## src/hdl/cbc_pkg.sv

```systemverilog
`timescale 1ns / 1ps
// ----------------------------------------------------------------------------
// cbc_pkg
// Shared types, widths and codes of the corridor bound calculator.
// ----------------------------------------------------------------------------
package cbc_pkg;

  // Field and working widths
  localparam int FIELD_W  = 24;
  localparam int MARGIN_W = 23;
  localparam int CALC_W   = 28;
  localparam int STEP_W   = 7;
  localparam int SLOT_W   = 4;

  // Configuration register widths and port form
  localparam int BASE_W     = 16;
  localparam int SLOPE_W    = 10;
  localparam int COUNT_W    = 5;
  localparam int PROD_W     = SLOPE_W + STEP_W;
  localparam int HALF_W     = PROD_W + 1;
  localparam int CFG_IDX_W  = 3;
  localparam int CFG_DATA_W = 16;

  // Saturation limits of an output field, at working width
  localparam logic signed [CALC_W-1:0] F_MAX = CALC_W'(2**(FIELD_W-1) - 1);
  localparam logic signed [CALC_W-1:0] F_MIN = CALC_W'(-(2**(FIELD_W-1)));

  // Register indexes
  typedef enum logic [CFG_IDX_W-1:0] {
    CFG_S_BASE  = 3'd0,
    CFG_S_SLOPE = 3'd1,
    CFG_D_BASE  = 3'd2,
    CFG_D_SLOPE = 3'd3,
    CFG_COUNT   = 3'd4
  } cfg_idx_t;

  // Request function codes
  localparam logic FUNC_LOAD = 1'b0;
  localparam logic FUNC_STEP = 1'b1;

  // One obstacle table entry
  typedef struct packed {
    logic signed [FIELD_W-1:0] pos;
    logic signed [FIELD_W-1:0] lat;
    logic [MARGIN_W-1:0]       margin;
  } cbc_obs_t;

  // Evaluation result of one obstacle
  typedef struct packed {
    logic                     vld;
    logic                     hit;
    logic                     left;
    logic signed [CALC_W-1:0] cand;
  } cbc_hit_t;

  // Saturate a working value to the signed field range
  function automatic logic signed [FIELD_W-1:0] sat_field(input logic signed [CALC_W-1:0] v);
    logic signed [CALC_W-1:0] c;
    c = v;
    if (v > F_MAX) c = F_MAX;
    if (v < F_MIN) c = F_MIN;
    return c[FIELD_W-1:0];
  endfunction

endpackage

```

## src/hdl/cbc_obs_table.sv

```systemverilog
`timescale 1ns / 1ps
// ----------------------------------------------------------------------------
// cbc_obs_table
// Obstacle table memory: one write port for load requests, one registered
// read port for the obstacle walk.
// ----------------------------------------------------------------------------
module cbc_obs_table #(
  parameter int DEPTH = 16,
  parameter int AW    = 4
) (
  input  logic             clk,
  input  logic             rst_n,
  input  logic             wr_en,
  input  logic [AW-1:0]    wr_addr,
  input  cbc_pkg::cbc_obs_t wr_data,
  input  logic             rd_en,
  input  logic [AW-1:0]    rd_addr,
  output cbc_pkg::cbc_obs_t rd_data,
  output logic             rd_valid
);

  cbc_pkg::cbc_obs_t mem [DEPTH];
  cbc_pkg::cbc_obs_t rd_data_r;
  logic              rd_valid_r;

  // Write one slot
  always_ff @(posedge clk) begin
    if (wr_en) begin
      mem[wr_addr] <= wr_data;
    end
  end

  // Registered read
  always_ff @(posedge clk) begin
    if (rd_en) begin
      rd_data_r <= mem[rd_addr];
    end
  end

  // Mark read data as fresh for one cycle
  always_ff @(posedge clk) begin
    if (!rst_n) begin
      rd_valid_r <= 1'b0;
    end else begin
      rd_valid_r <= rd_en;
    end
  end

  assign rd_data  = rd_data_r;
  assign rd_valid = rd_valid_r;

endmodule

```

## src/hdl/cbc_unit.sv

```systemverilog
`timescale 1ns / 1ps
// ----------------------------------------------------------------------------
// cbc_unit
// Obstacle evaluation unit, reused for every table entry of a walk: window
// test and clamped lateral candidate, one entry per cycle, registered.
// ----------------------------------------------------------------------------
module cbc_unit (
  input  logic                              clk,
  input  logic                              rst_n,
  input  logic                              in_vld,
  input  cbc_pkg::cbc_obs_t                 entry,
  input  logic signed [cbc_pkg::CALC_W-1:0] slb,
  input  logic signed [cbc_pkg::CALC_W-1:0] sub,
  input  logic signed [cbc_pkg::CALC_W-1:0] pd,
  output cbc_pkg::cbc_hit_t                 res
);

  localparam int W = cbc_pkg::CALC_W;

  logic signed [W-1:0] os;
  logic signed [W-1:0] od;
  logic signed [W-1:0] r;
  logic signed [W-1:0] win_lo;
  logic signed [W-1:0] win_hi;
  logic signed [W-1:0] cand;
  logic                left;
  cbc_pkg::cbc_hit_t   res_nxt;
  cbc_pkg::cbc_hit_t   res_r;

  // Extend entry fields to working width
  assign os = W'(entry.pos);
  assign od = W'(entry.lat);
  assign r  = $signed(W'(entry.margin));

  // Widened along-path window and side of the planned offset
  assign win_lo = slb - r;
  assign win_hi = sub + r;
  assign left   = (od >= pd);
  assign cand   = left ? (od - r) : (od + r);

  // Clamp the candidate so it never crosses the planned offset
  always_comb begin
    res_nxt.vld  = in_vld;
    res_nxt.hit  = (win_lo <= os) && (os <= win_hi);
    res_nxt.left = left;
    if (left) begin
      res_nxt.cand = (cand > pd) ? cand : pd;
    end else begin
      res_nxt.cand = (cand < pd) ? cand : pd;
    end
  end

  always_ff @(posedge clk) begin
    if (!rst_n) begin
      res_r.vld <= 1'b0;
    end else begin
      res_r.vld <= res_nxt.vld;
    end
    res_r.hit  <= res_nxt.hit;
    res_r.left <= res_nxt.left;
    res_r.cand <= res_nxt.cand;
  end

  assign res = res_r;

endmodule

```

## src/hdl/corridor_bound_calculator_core.sv

```systemverilog
`timescale 1ns / 1ps
// ----------------------------------------------------------------------------
// corridor_bound_calculator_core
// Step corridor from a funnel of margins and a walk over the obstacle table.
// ----------------------------------------------------------------------------
// Usage:
//   Requests arrive on in_* (valid/ready). in_func selects a load request,
//   which writes one obstacle slot and gives no result, or a step request,
//   which gives one result on out_* (valid/ready).
//   Configuration is a plain write port (cfg_we, cfg_index, cfg_wdata); the
//   user must write it while the block is idle; the block does not enforce it.
//   A load request leaves the block idle. A step request passes two setup
//   steps, the obstacle walk, two clipping steps and one output step, with
//   in_ready low meanwhile. The walk reads n table slots (obstacle_count,
//   capped at MAX_OBSTACLES), one table read per cycle into the single
//   evaluation unit; both the table read and the evaluation are registered.
//   in_ready returns high together with out_valid, so a new request can be
//   taken while a result waits. If the receiver stalls, the next step result
//   is held inside until the output register is free.
//   Reset (rst_n, synchronous) restores the register defaults and empties
//   the pipeline; the obstacle table keeps undefined contents until loaded.
// ----------------------------------------------------------------------------
module corridor_bound_calculator_core #(
  parameter int MAX_OBSTACLES = 16,
  parameter int HORIZON_STEPS = 64
) (
  input  logic                                  clk,
  input  logic                                  rst_n,
  input  logic                                  in_valid,
  output logic                                  in_ready,
  input  logic                                  in_func,
  input  logic [cbc_pkg::SLOT_W-1:0]            in_slot,
  input  logic signed [cbc_pkg::FIELD_W-1:0]    in_obstacle_s,
  input  logic signed [cbc_pkg::FIELD_W-1:0]    in_obstacle_d,
  input  logic [cbc_pkg::MARGIN_W-1:0]          in_obstacle_margin,
  input  logic [cbc_pkg::STEP_W-1:0]            in_step_index,
  input  logic signed [cbc_pkg::FIELD_W-1:0]    in_path_s,
  input  logic signed [cbc_pkg::FIELD_W-1:0]    in_path_d,
  input  logic signed [cbc_pkg::FIELD_W-1:0]    in_left_lane,
  input  logic signed [cbc_pkg::FIELD_W-1:0]    in_right_lane,
  output logic                                  out_valid,
  input  logic                                  out_ready,
  output logic signed [cbc_pkg::FIELD_W-1:0]    out_s_lower,
  output logic signed [cbc_pkg::FIELD_W-1:0]    out_s_upper,
  output logic signed [cbc_pkg::FIELD_W-1:0]    out_d_lower,
  output logic signed [cbc_pkg::FIELD_W-1:0]    out_d_upper,
  input  logic                                  cfg_we,
  input  logic [cbc_pkg::CFG_IDX_W-1:0]         cfg_index,
  input  logic [cbc_pkg::CFG_DATA_W-1:0]        cfg_wdata
);

  localparam int W  = cbc_pkg::CALC_W;
  localparam int FW = cbc_pkg::FIELD_W;
  localparam int AW = (MAX_OBSTACLES > 1) ? $clog2(MAX_OBSTACLES) : 1;
  localparam int NW = $clog2(MAX_OBSTACLES + 1);

  typedef enum logic [2:0] {
    ST_IDLE,
    ST_SETUP_HALF,
    ST_SETUP_BOUND,
    ST_WALK,
    ST_CLIP_UP,
    ST_CLIP_LO,
    ST_DONE
  } state_t;

  // Configuration registers
  logic [cbc_pkg::BASE_W-1:0]  cfg_s_base_r;
  logic [cbc_pkg::SLOPE_W-1:0] cfg_s_slope_r;
  logic [cbc_pkg::BASE_W-1:0]  cfg_d_base_r;
  logic [cbc_pkg::SLOPE_W-1:0] cfg_d_slope_r;
  logic [cbc_pkg::COUNT_W-1:0] cfg_count_r;

  // Sequencer and datapath registers
  state_t                      state_r, state_nxt;
  logic                        out_valid_r, out_valid_nxt;
  logic [NW-1:0]               issue_cnt_r, issue_cnt_nxt;
  logic [NW-1:0]               n_r, n_nxt;
  logic [cbc_pkg::PROD_W-1:0]  prod_s_r, prod_s_nxt;
  logic [cbc_pkg::PROD_W-1:0]  prod_d_r, prod_d_nxt;
  logic [cbc_pkg::HALF_W-1:0]  sh_r, sh_nxt;
  logic [cbc_pkg::HALF_W-1:0]  dh_r, dh_nxt;
  logic signed [W-1:0]         ps_r, ps_nxt;
  logic signed [W-1:0]         pd_r, pd_nxt;
  logic signed [W-1:0]         ll_r, ll_nxt;
  logic signed [W-1:0]         rl_r, rl_nxt;
  logic signed [W-1:0]         slb_r, slb_nxt;
  logic signed [W-1:0]         sub_r, sub_nxt;
  logic signed [W-1:0]         dlb_r, dlb_nxt;
  logic signed [W-1:0]         dub_r, dub_nxt;
  logic signed [FW-1:0]        out_s_lower_r, out_s_lower_nxt;
  logic signed [FW-1:0]        out_s_upper_r, out_s_upper_nxt;
  logic signed [FW-1:0]        out_d_lower_r, out_d_lower_nxt;
  logic signed [FW-1:0]        out_d_upper_r, out_d_upper_nxt;

  // Combinational helpers
  logic [cbc_pkg::STEP_W-1:0]  step_clamp;
  logic [NW-1:0]               n_clamp;
  logic signed [W-1:0]         sh_w;
  logic signed [W-1:0]         dh_w;
  logic signed [W-1:0]         up_floor;
  logic signed [W-1:0]         lo_ceil;
  logic                        in_acc;
  logic                        tbl_we;
  logic                        tbl_re;
  cbc_pkg::cbc_obs_t           tbl_wdata;
  cbc_pkg::cbc_obs_t           tbl_rdata;
  logic                        tbl_rvalid;
  cbc_pkg::cbc_hit_t           unit_res;

  // Configuration writes
  always_ff @(posedge clk) begin
    if (!rst_n) begin
      cfg_s_base_r  <= cbc_pkg::BASE_W'(512);
      cfg_s_slope_r <= cbc_pkg::SLOPE_W'(51);
      cfg_d_base_r  <= cbc_pkg::BASE_W'(512);
      cfg_d_slope_r <= cbc_pkg::SLOPE_W'(10);
      cfg_count_r   <= '0;
    end else if (cfg_we) begin
      unique case (cfg_index)
        cbc_pkg::CFG_S_BASE:  cfg_s_base_r  <= cfg_wdata[cbc_pkg::BASE_W-1:0];
        cbc_pkg::CFG_S_SLOPE: cfg_s_slope_r <= cfg_wdata[cbc_pkg::SLOPE_W-1:0];
        cbc_pkg::CFG_D_BASE:  cfg_d_base_r  <= cfg_wdata[cbc_pkg::BASE_W-1:0];
        cbc_pkg::CFG_D_SLOPE: cfg_d_slope_r <= cfg_wdata[cbc_pkg::SLOPE_W-1:0];
        cbc_pkg::CFG_COUNT:   cfg_count_r   <= cfg_wdata[cbc_pkg::COUNT_W-1:0];
        default: ;
      endcase
    end
  end

  // Request handshake and table load
  assign in_ready  = (state_r == ST_IDLE);
  assign in_acc    = in_valid && in_ready;
  assign tbl_we    = in_acc && (in_func == cbc_pkg::FUNC_LOAD) &&
                     (32'(in_slot) < MAX_OBSTACLES);
  assign tbl_wdata = '{pos: in_obstacle_s, lat: in_obstacle_d, margin: in_obstacle_margin};
  assign tbl_re    = (state_r == ST_WALK) && (issue_cnt_r != n_r);

  cbc_obs_table #(
    .DEPTH (MAX_OBSTACLES),
    .AW    (AW)
  ) u_table (
    .clk      (clk),
    .rst_n    (rst_n),
    .wr_en    (tbl_we),
    .wr_addr  (AW'(in_slot)),
    .wr_data  (tbl_wdata),
    .rd_en    (tbl_re),
    .rd_addr  (issue_cnt_r[AW-1:0]),
    .rd_data  (tbl_rdata),
    .rd_valid (tbl_rvalid)
  );

  cbc_unit u_unit (
    .clk    (clk),
    .rst_n  (rst_n),
    .in_vld (tbl_rvalid),
    .entry  (tbl_rdata),
    .slb    (slb_r),
    .sub    (sub_r),
    .pd     (pd_r),
    .res    (unit_res)
  );

  // Clamp step and walk length
  assign step_clamp = (32'(in_step_index) > HORIZON_STEPS) ?
                      cbc_pkg::STEP_W'(HORIZON_STEPS) : in_step_index;
  assign n_clamp    = (32'(cfg_count_r) > MAX_OBSTACLES) ?
                      NW'(MAX_OBSTACLES) : NW'(cfg_count_r);
  assign sh_w       = $signed(W'(sh_r));
  assign dh_w       = $signed(W'(dh_r));
  assign up_floor   = ll_r - dh_w;
  assign lo_ceil    = rl_r + dh_w;

  // Sequencer
  always_comb begin
    state_nxt       = state_r;
    out_valid_nxt   = out_valid_r && !out_ready;
    issue_cnt_nxt   = issue_cnt_r;
    n_nxt           = n_r;
    prod_s_nxt      = prod_s_r;
    prod_d_nxt      = prod_d_r;
    sh_nxt          = sh_r;
    dh_nxt          = dh_r;
    ps_nxt          = ps_r;
    pd_nxt          = pd_r;
    ll_nxt          = ll_r;
    rl_nxt          = rl_r;
    slb_nxt         = slb_r;
    sub_nxt         = sub_r;
    dlb_nxt         = dlb_r;
    dub_nxt         = dub_r;
    out_s_lower_nxt = out_s_lower_r;
    out_s_upper_nxt = out_s_upper_r;
    out_d_lower_nxt = out_d_lower_r;
    out_d_upper_nxt = out_d_upper_r;

    unique case (state_r)
      ST_IDLE: begin
        // Capture a step request and form the slope products
        if (in_acc && (in_func == cbc_pkg::FUNC_STEP)) begin
          ps_nxt        = W'(in_path_s);
          pd_nxt        = W'(in_path_d);
          ll_nxt        = W'(in_left_lane);
          rl_nxt        = W'(in_right_lane);
          prod_s_nxt    = cbc_pkg::PROD_W'(cfg_s_slope_r) * cbc_pkg::PROD_W'(step_clamp);
          prod_d_nxt    = cbc_pkg::PROD_W'(cfg_d_slope_r) * cbc_pkg::PROD_W'(step_clamp);
          n_nxt         = n_clamp;
          issue_cnt_nxt = '0;
          state_nxt     = ST_SETUP_HALF;
        end
      end
      ST_SETUP_HALF: begin
        // Funnel half widths
        sh_nxt    = cbc_pkg::HALF_W'(cfg_s_base_r) + cbc_pkg::HALF_W'(prod_s_r);
        dh_nxt    = cbc_pkg::HALF_W'(cfg_d_base_r) + cbc_pkg::HALF_W'(prod_d_r);
        state_nxt = ST_SETUP_BOUND;
      end
      ST_SETUP_BOUND: begin
        slb_nxt   = ps_r - sh_w;
        sub_nxt   = ps_r + sh_w;
        dlb_nxt   = pd_r - dh_w;
        dub_nxt   = pd_r + dh_w;
        state_nxt = ST_WALK;
      end
      ST_WALK: begin
        // Issue one slot per cycle, fold each evaluated obstacle into the bounds
        if (tbl_re) begin
          issue_cnt_nxt = issue_cnt_r + NW'(1);
        end
        if (unit_res.vld && unit_res.hit) begin
          if (unit_res.left) begin
            if (unit_res.cand < dub_r) dub_nxt = unit_res.cand;
          end else begin
            if (unit_res.cand > dlb_r) dlb_nxt = unit_res.cand;
          end
        end
        if (!tbl_re && !tbl_rvalid && !unit_res.vld) begin
          state_nxt = ST_CLIP_UP;
        end
      end
      ST_CLIP_UP: begin
        // Clip to the left lane, reopen downward if too narrow
        if (dub_r > ll_r) begin
          dub_nxt = ll_r;
          if (up_floor < dlb_r) dlb_nxt = up_floor;
        end
        state_nxt = ST_CLIP_LO;
      end
      ST_CLIP_LO: begin
        // Clip to the right lane, reopen upward if too narrow
        if (dlb_r < rl_r) begin
          dlb_nxt = rl_r;
          if (dub_r < lo_ceil) dub_nxt = lo_ceil;
        end
        state_nxt = ST_DONE;
      end
      ST_DONE: begin
        // Hold until the output register is free
        if (!out_valid_r || out_ready) begin
          out_s_lower_nxt = cbc_pkg::sat_field(slb_r);
          out_s_upper_nxt = cbc_pkg::sat_field(sub_r);
          out_d_lower_nxt = cbc_pkg::sat_field(dlb_r);
          out_d_upper_nxt = cbc_pkg::sat_field(dub_r);
          out_valid_nxt   = 1'b1;
          state_nxt       = ST_IDLE;
        end
      end
      default: state_nxt = ST_IDLE;
    endcase
  end

  always_ff @(posedge clk) begin
    if (!rst_n) begin
      state_r     <= ST_IDLE;
      out_valid_r <= 1'b0;
      issue_cnt_r <= '0;
    end else begin
      state_r     <= state_nxt;
      out_valid_r <= out_valid_nxt;
      issue_cnt_r <= issue_cnt_nxt;
    end
    n_r           <= n_nxt;
    prod_s_r      <= prod_s_nxt;
    prod_d_r      <= prod_d_nxt;
    sh_r          <= sh_nxt;
    dh_r          <= dh_nxt;
    ps_r          <= ps_nxt;
    pd_r          <= pd_nxt;
    ll_r          <= ll_nxt;
    rl_r          <= rl_nxt;
    slb_r         <= slb_nxt;
    sub_r         <= sub_nxt;
    dlb_r         <= dlb_nxt;
    dub_r         <= dub_nxt;
    out_s_lower_r <= out_s_lower_nxt;
    out_s_upper_r <= out_s_upper_nxt;
    out_d_lower_r <= out_d_lower_nxt;
    out_d_upper_r <= out_d_upper_nxt;
  end

  assign out_valid   = out_valid_r;
  assign out_s_lower = out_s_lower_r;
  assign out_s_upper = out_s_upper_r;
  assign out_d_lower = out_d_lower_r;
  assign out_d_upper = out_d_upper_r;

  // Checks
  a_load_no_result: assert property (@(posedge clk) disable iff (!rst_n)
    in_acc && (in_func == cbc_pkg::FUNC_LOAD) && !out_valid_r |=> !out_valid_r)
    else $error("load request produced a result");

  a_walk_in_range: assert property (@(posedge clk) disable iff (!rst_n)
    (state_r == ST_WALK) |-> (issue_cnt_r <= n_r))
    else $error("walk issued past the active slot count");

  a_unit_in_walk: assert property (@(posedge clk) disable iff (!rst_n)
    unit_res.vld |-> (state_r == ST_WALK))
    else $error("obstacle result left the walk");

  a_bounds_hold_offset: assert property (@(posedge clk) disable iff (!rst_n)
    (state_r == ST_CLIP_UP) |-> ((dlb_r <= pd_r) && (dub_r >= pd_r)))
    else $error("lateral bound crossed the planned offset");

endmodule
```

## config.mk

```make
export PLATFORM = sky130hd
export DESIGN_NAME = corridor_bound_calculator_core
export DESIGN_NICKNAME = d
export VERILOG_FILES = /design/src/hdl/cbc_pkg.sv /design/src/hdl/cbc_obs_table.sv /design/src/hdl/cbc_unit.sv /design/src/hdl/corridor_bound_calculator_core.sv
export SDC_FILE = /design/constraint.sdc
export NUM_CORES = 2
export LEC_CHECK = 0
export BUFFER_PORTS_ARGS = -buffer_cell sky130_fd_sc_hd__buf_2
export CAP_MARGIN = 0
export CORE_UTILIZATION = 35
export DETAILED_ROUTE_END_ITERATION = 16
export PLACE_DENSITY = 0.62
export SYNTH_ARGS = -nofsm -noshare
export SYNTH_HDL_FRONTEND = slang
export SYNTH_SLANG_ARGS = --single-unit
```

## constraint.sdc

```tcl
create_clock -name clk -period 25.1 [get_ports clk]
set_input_delay 3.765 -clock clk [delete_from_list [all_inputs] [get_ports clk]]
set_output_delay 3.765 -clock clk [all_outputs]
set_load 0.05 [all_outputs]
```

==> flow_metrics.env <==
export IMPL_final_common_cell="edfxtp_1"
export IMPL_status="finished, final reports clean"
export IMPL_critPathMaxStageDelay_ns=0.91
export IMPL_fin_tns_setup_ns=0
export IMPL_final_cell_mix="1573 x edfxtp_1, 529 x ha_1, 392 x inv_1"
export IMPL_dieHeight_um=489
export IMPL_grt_pass1_vias=50100
export IMPL_synth_avg_cell_area_um2=14.6
export IMPL_period_minus_slack_ns=8.58
export IMPL_whs_endpoint="u_unit.res[30]"
export IMPL_p_sw_mw=3.15
export IMPL_hold_violations=0
export IMPL_cts_resized=0
export IMPL_cpMostUsedCell="ha_1"
export IMPL_syn_num_nets=6507
export IMPL_clk_pin_slew_worst_paths_ns=0.06
export IMPL_yosys_warnings=0
export IMPL_r2r_start="pd_r[23]"
export IMPL_fin_crit_sh=0.342
export IMPL_synth_cell_type_count=85
export IMPL_final_nets=6855
export IMPL_leakagePower_nw=33.7
export IMPL_die_x_um=489
export IMPL_critPathLaunchType="flip-flop"
export IMPL_comb_power_share=0.325
export IMPL_place_hpwl_mm=164
export IMPL_synth_seq_cells=1668
export IMPL_hold_class="flip-flop to flip-flop"
export IMPL_grt_remaining_overflow=0
export IMPL_reg2reg_to="u_unit.res[3]"
export IMPL_setup_viol=0
export IMPL_power_density_nw_per_um2=97.8
export IMPL_insertion_delay_ns=0.87
export IMPL_wl_per_cell_um=25.5
export IMPL_crit_arrival_ns=9.32
export IMPL_post_place_cells=9006
export IMPL_rows=178
export IMPL_cts_buffers_inserted=176
export IMPL_vias_per_cell=5.40
export IMPL_synth_cells=5686
export IMPL_synth_edf_count=1573
export IMPL_track_usage=0.196
export IMPL_cp_required_ns=25.83
export IMPL_cts_tree="yes"
export IMPL_ir_drop_v=0.0000636
export IMPL_grt_max_degree=136
export IMPL_gp_congestion=0.935
export IMPL_cpMaxStageDelayCell="a2111oi_0"
export IMPL_reg2reg_slack_ns=16.52
export IMPL_rsz0062_at_grt="no"
export IMPL_cts_root_buf="clkbuf_16"
export IMPL_die_area_um2=239000
export IMPL_p_sw_frac=0.342
export IMPL_dr_pass1_iters=5
export IMPL_area_growth_pct=13.4
export IMPL_worstSetupEndpointType="flip-flop"
export IMPL_cap_violations=0
export IMPL_critPathKind="flip-flop to flip-flop"
export IMPL_vias=50500
export IMPL_power_internal_mw=6.05
export IMPL_reg2regPathDepth=29
export IMPL_antenna_found_initial=57
export IMPL_pwr_share_clk=0.279
export IMPL_slew_violations=0
export IMPL_fillers=21600
export IMPL_grt_pass1_wl_mm=341
export IMPL_hp_start="u_table.rd_valid"
export IMPL_ctsHoldBuffers=0
export IMPL_instances_no_fill=9351
export IMPL_tightest_slew_ns=1.19
export IMPL_whs_path_depth=1
export IMPL_skew_ns=0.0709
export IMPL_ios=301
export IMPL_numPortBuffers=300
export IMPL_netlist_area_um2=82900
export IMPL_layout_drive_gt1_share=0.176
export IMPL_wirelength_mm=238
export IMPL_slew_headroom=0.201
export IMPL_max_freq_ghz=0.117
export IMPL_ant_nets=0
export IMPL_synth_ff_type="edfxtp_1"
export IMPL_drt_iter0_drc=4713
export IMPL_ys_seq_area_frac=0.593
export IMPL_power_frac_seq=0.396
export IMPL_clk_path_buf_depth=3
export IMPL_ys_async_sr_fraction=0
export IMPL_drc=0
export IMPL_path_max_fanout=24
export IMPL_core_area_um2=235000
export IMPL_clock_sinks=1668
export IMPL_htreeDepth=4
export IMPL_post_cts_buffers=0
export IMPL_initial_core_util=0.352
-- sequential cells by signal, summed over array words and instances (netlist names), 25 cells and up --
signal	flops
u_table.mem	1136
u_table.rd_data	71
u_unit.res	28
dlb_r	25
dub_r	25
slb_r	25
-- worst max-delay path by stage --
stage	slack, ns	to	start
floorplan	13.59	u_table.mem[4][0]	in_valid
global placement	16.29	prod_d_r[15]	in_step_index[6]
detailed placement	16.26	prod_d_r[15]	in_step_index[6]
CTS	16.35	u_unit.res[2]	pd_r[1]
global route	16.02	u_unit.res[3]	pd_r[1]
finish	16.52	u_unit.res[3]	pd_r[23]
-- cell type report --
| cell class | instances | area, um^2 | share of cell area |
|---|---|---|---|
| Antenna cell | 14 | 35.0 | 0.000373 |
| Clock inverter | 116 | 1070 | 0.0114 |
| Tap cell | 3150 | 3940 | 0.0419 |
| Inverter | 395 | 1490 | 0.0158 |
| Multi-Input combinational cell | 3418 | 31700 | 0.337 |
| Clock buffer | 215 | 4610 | 0.0490 |
| Timing Repair Buffer | 375 | 2090 | 0.0222 |
| Sequential cell | 1668 | 49200 | 0.523 |
-- worst max-delay path: cells and delay by family, from the launching register on --
family,cells,cell delay (ns)
buffers and inverters,3,0.69
and+or+nand+nor,7,1.45
xor gates and xnor gates,2,0.32
adders and majority gates,3,0.96
AOI/OAI and AO/OA,11,3.52
muxes,3,1.02
DFF,1,0.52
-- cells by family (layout without fill, tap and decap cells) --
kind of cell,count (synthesis),in the layout,share of synthesized area
fa+ha+maj,687,687,0.110
xor+xnor,262,262,0.0277
buf+inv,600,1101,0.0276
other cells,0,14,0
simple gates,1130,1130,0.0648
flops,1668,1668,0.593
mux,403,403,0.104
compound gates,936,936,0.0741
-- power by group through the flow --
stage / logic (mW) / registers (mW) / clock network, mW
floorplan: 2.17 / 3.57 / 0
global placement: 2.93 / 3.70 / 0
detailed placement: 2.97 / 3.69 / 0
CTS: 2.99 / 3.64 / 2.61
global route: 3.29 / 3.65 / 2.71
finish: 2.99 / 3.65 / 2.56
-- synth_stat cells (all sizes together) (19+ instances only) --
master	instances	area, um^2
or3	25	156
fa	89	1780
a31oi	25	156
nand4	42	263
mux2	28	387
xnor2	194	1700
a21boi	54	405
xor2	68	596
and3	33	206
o21ai	159	796
buf	54	241
clkbuf	151	567
o41ai	19	174
mux4	355	8000
nor3	83	427
o31ai	21	158
nor2	268	1010
mux2i	20	213
nand2b	53	332
inv	394	1480
o211ai	24	180
maj3	69	691
a21oi	272	1370
ha	529	6620
nor4	20	125
o22ai	20	125
a21o	99	743
o21a	46	345
and2	64	400
nand2	361	1360
o21bai	36	270
edfxtp	1573	47200
nand3	74	375
a221oi	19	166
dfxtp	95	1900
nor2b	60	375
a211oi	34	255
-- layer usage --
metal / vias to the layer above / routed length (um) / GRT usage
met5: - / 221 / 0
met2: 1860 / 115000 / 0.325
met3: 395 / 15900 / 0.0325
met4: 36 / 8640 / 0.0725
li1: 22500 / - / -
met1: 25700 / 98800 / 0.259
-- metrics by stage --
| step | cell area (um^2) | util | hold WS, ns | worst slack (ns) | total power, mW |
|---|---|---|---|---|---|
| after CTS | 94000 | 0.399 | 0.474 | 16.35 | 9.24 |
| after global routing | 94000 | 0.399 | 0.497 | 16.02 | 9.65 |
| final | 94000 | 0.399 | 0.472 | 16.52 | 9.20 |
| after floorplan | 82900 | - | 0.431 | 13.59 | 5.74 |
| after detailed placement | 88300 | 0.375 | 0.461 | 16.26 | 6.66 |
| after global placement | 88300 | 0.375 | 0.450 | 16.29 | 6.62 |
Note: power is estimated with default switching activity, not from simulation.
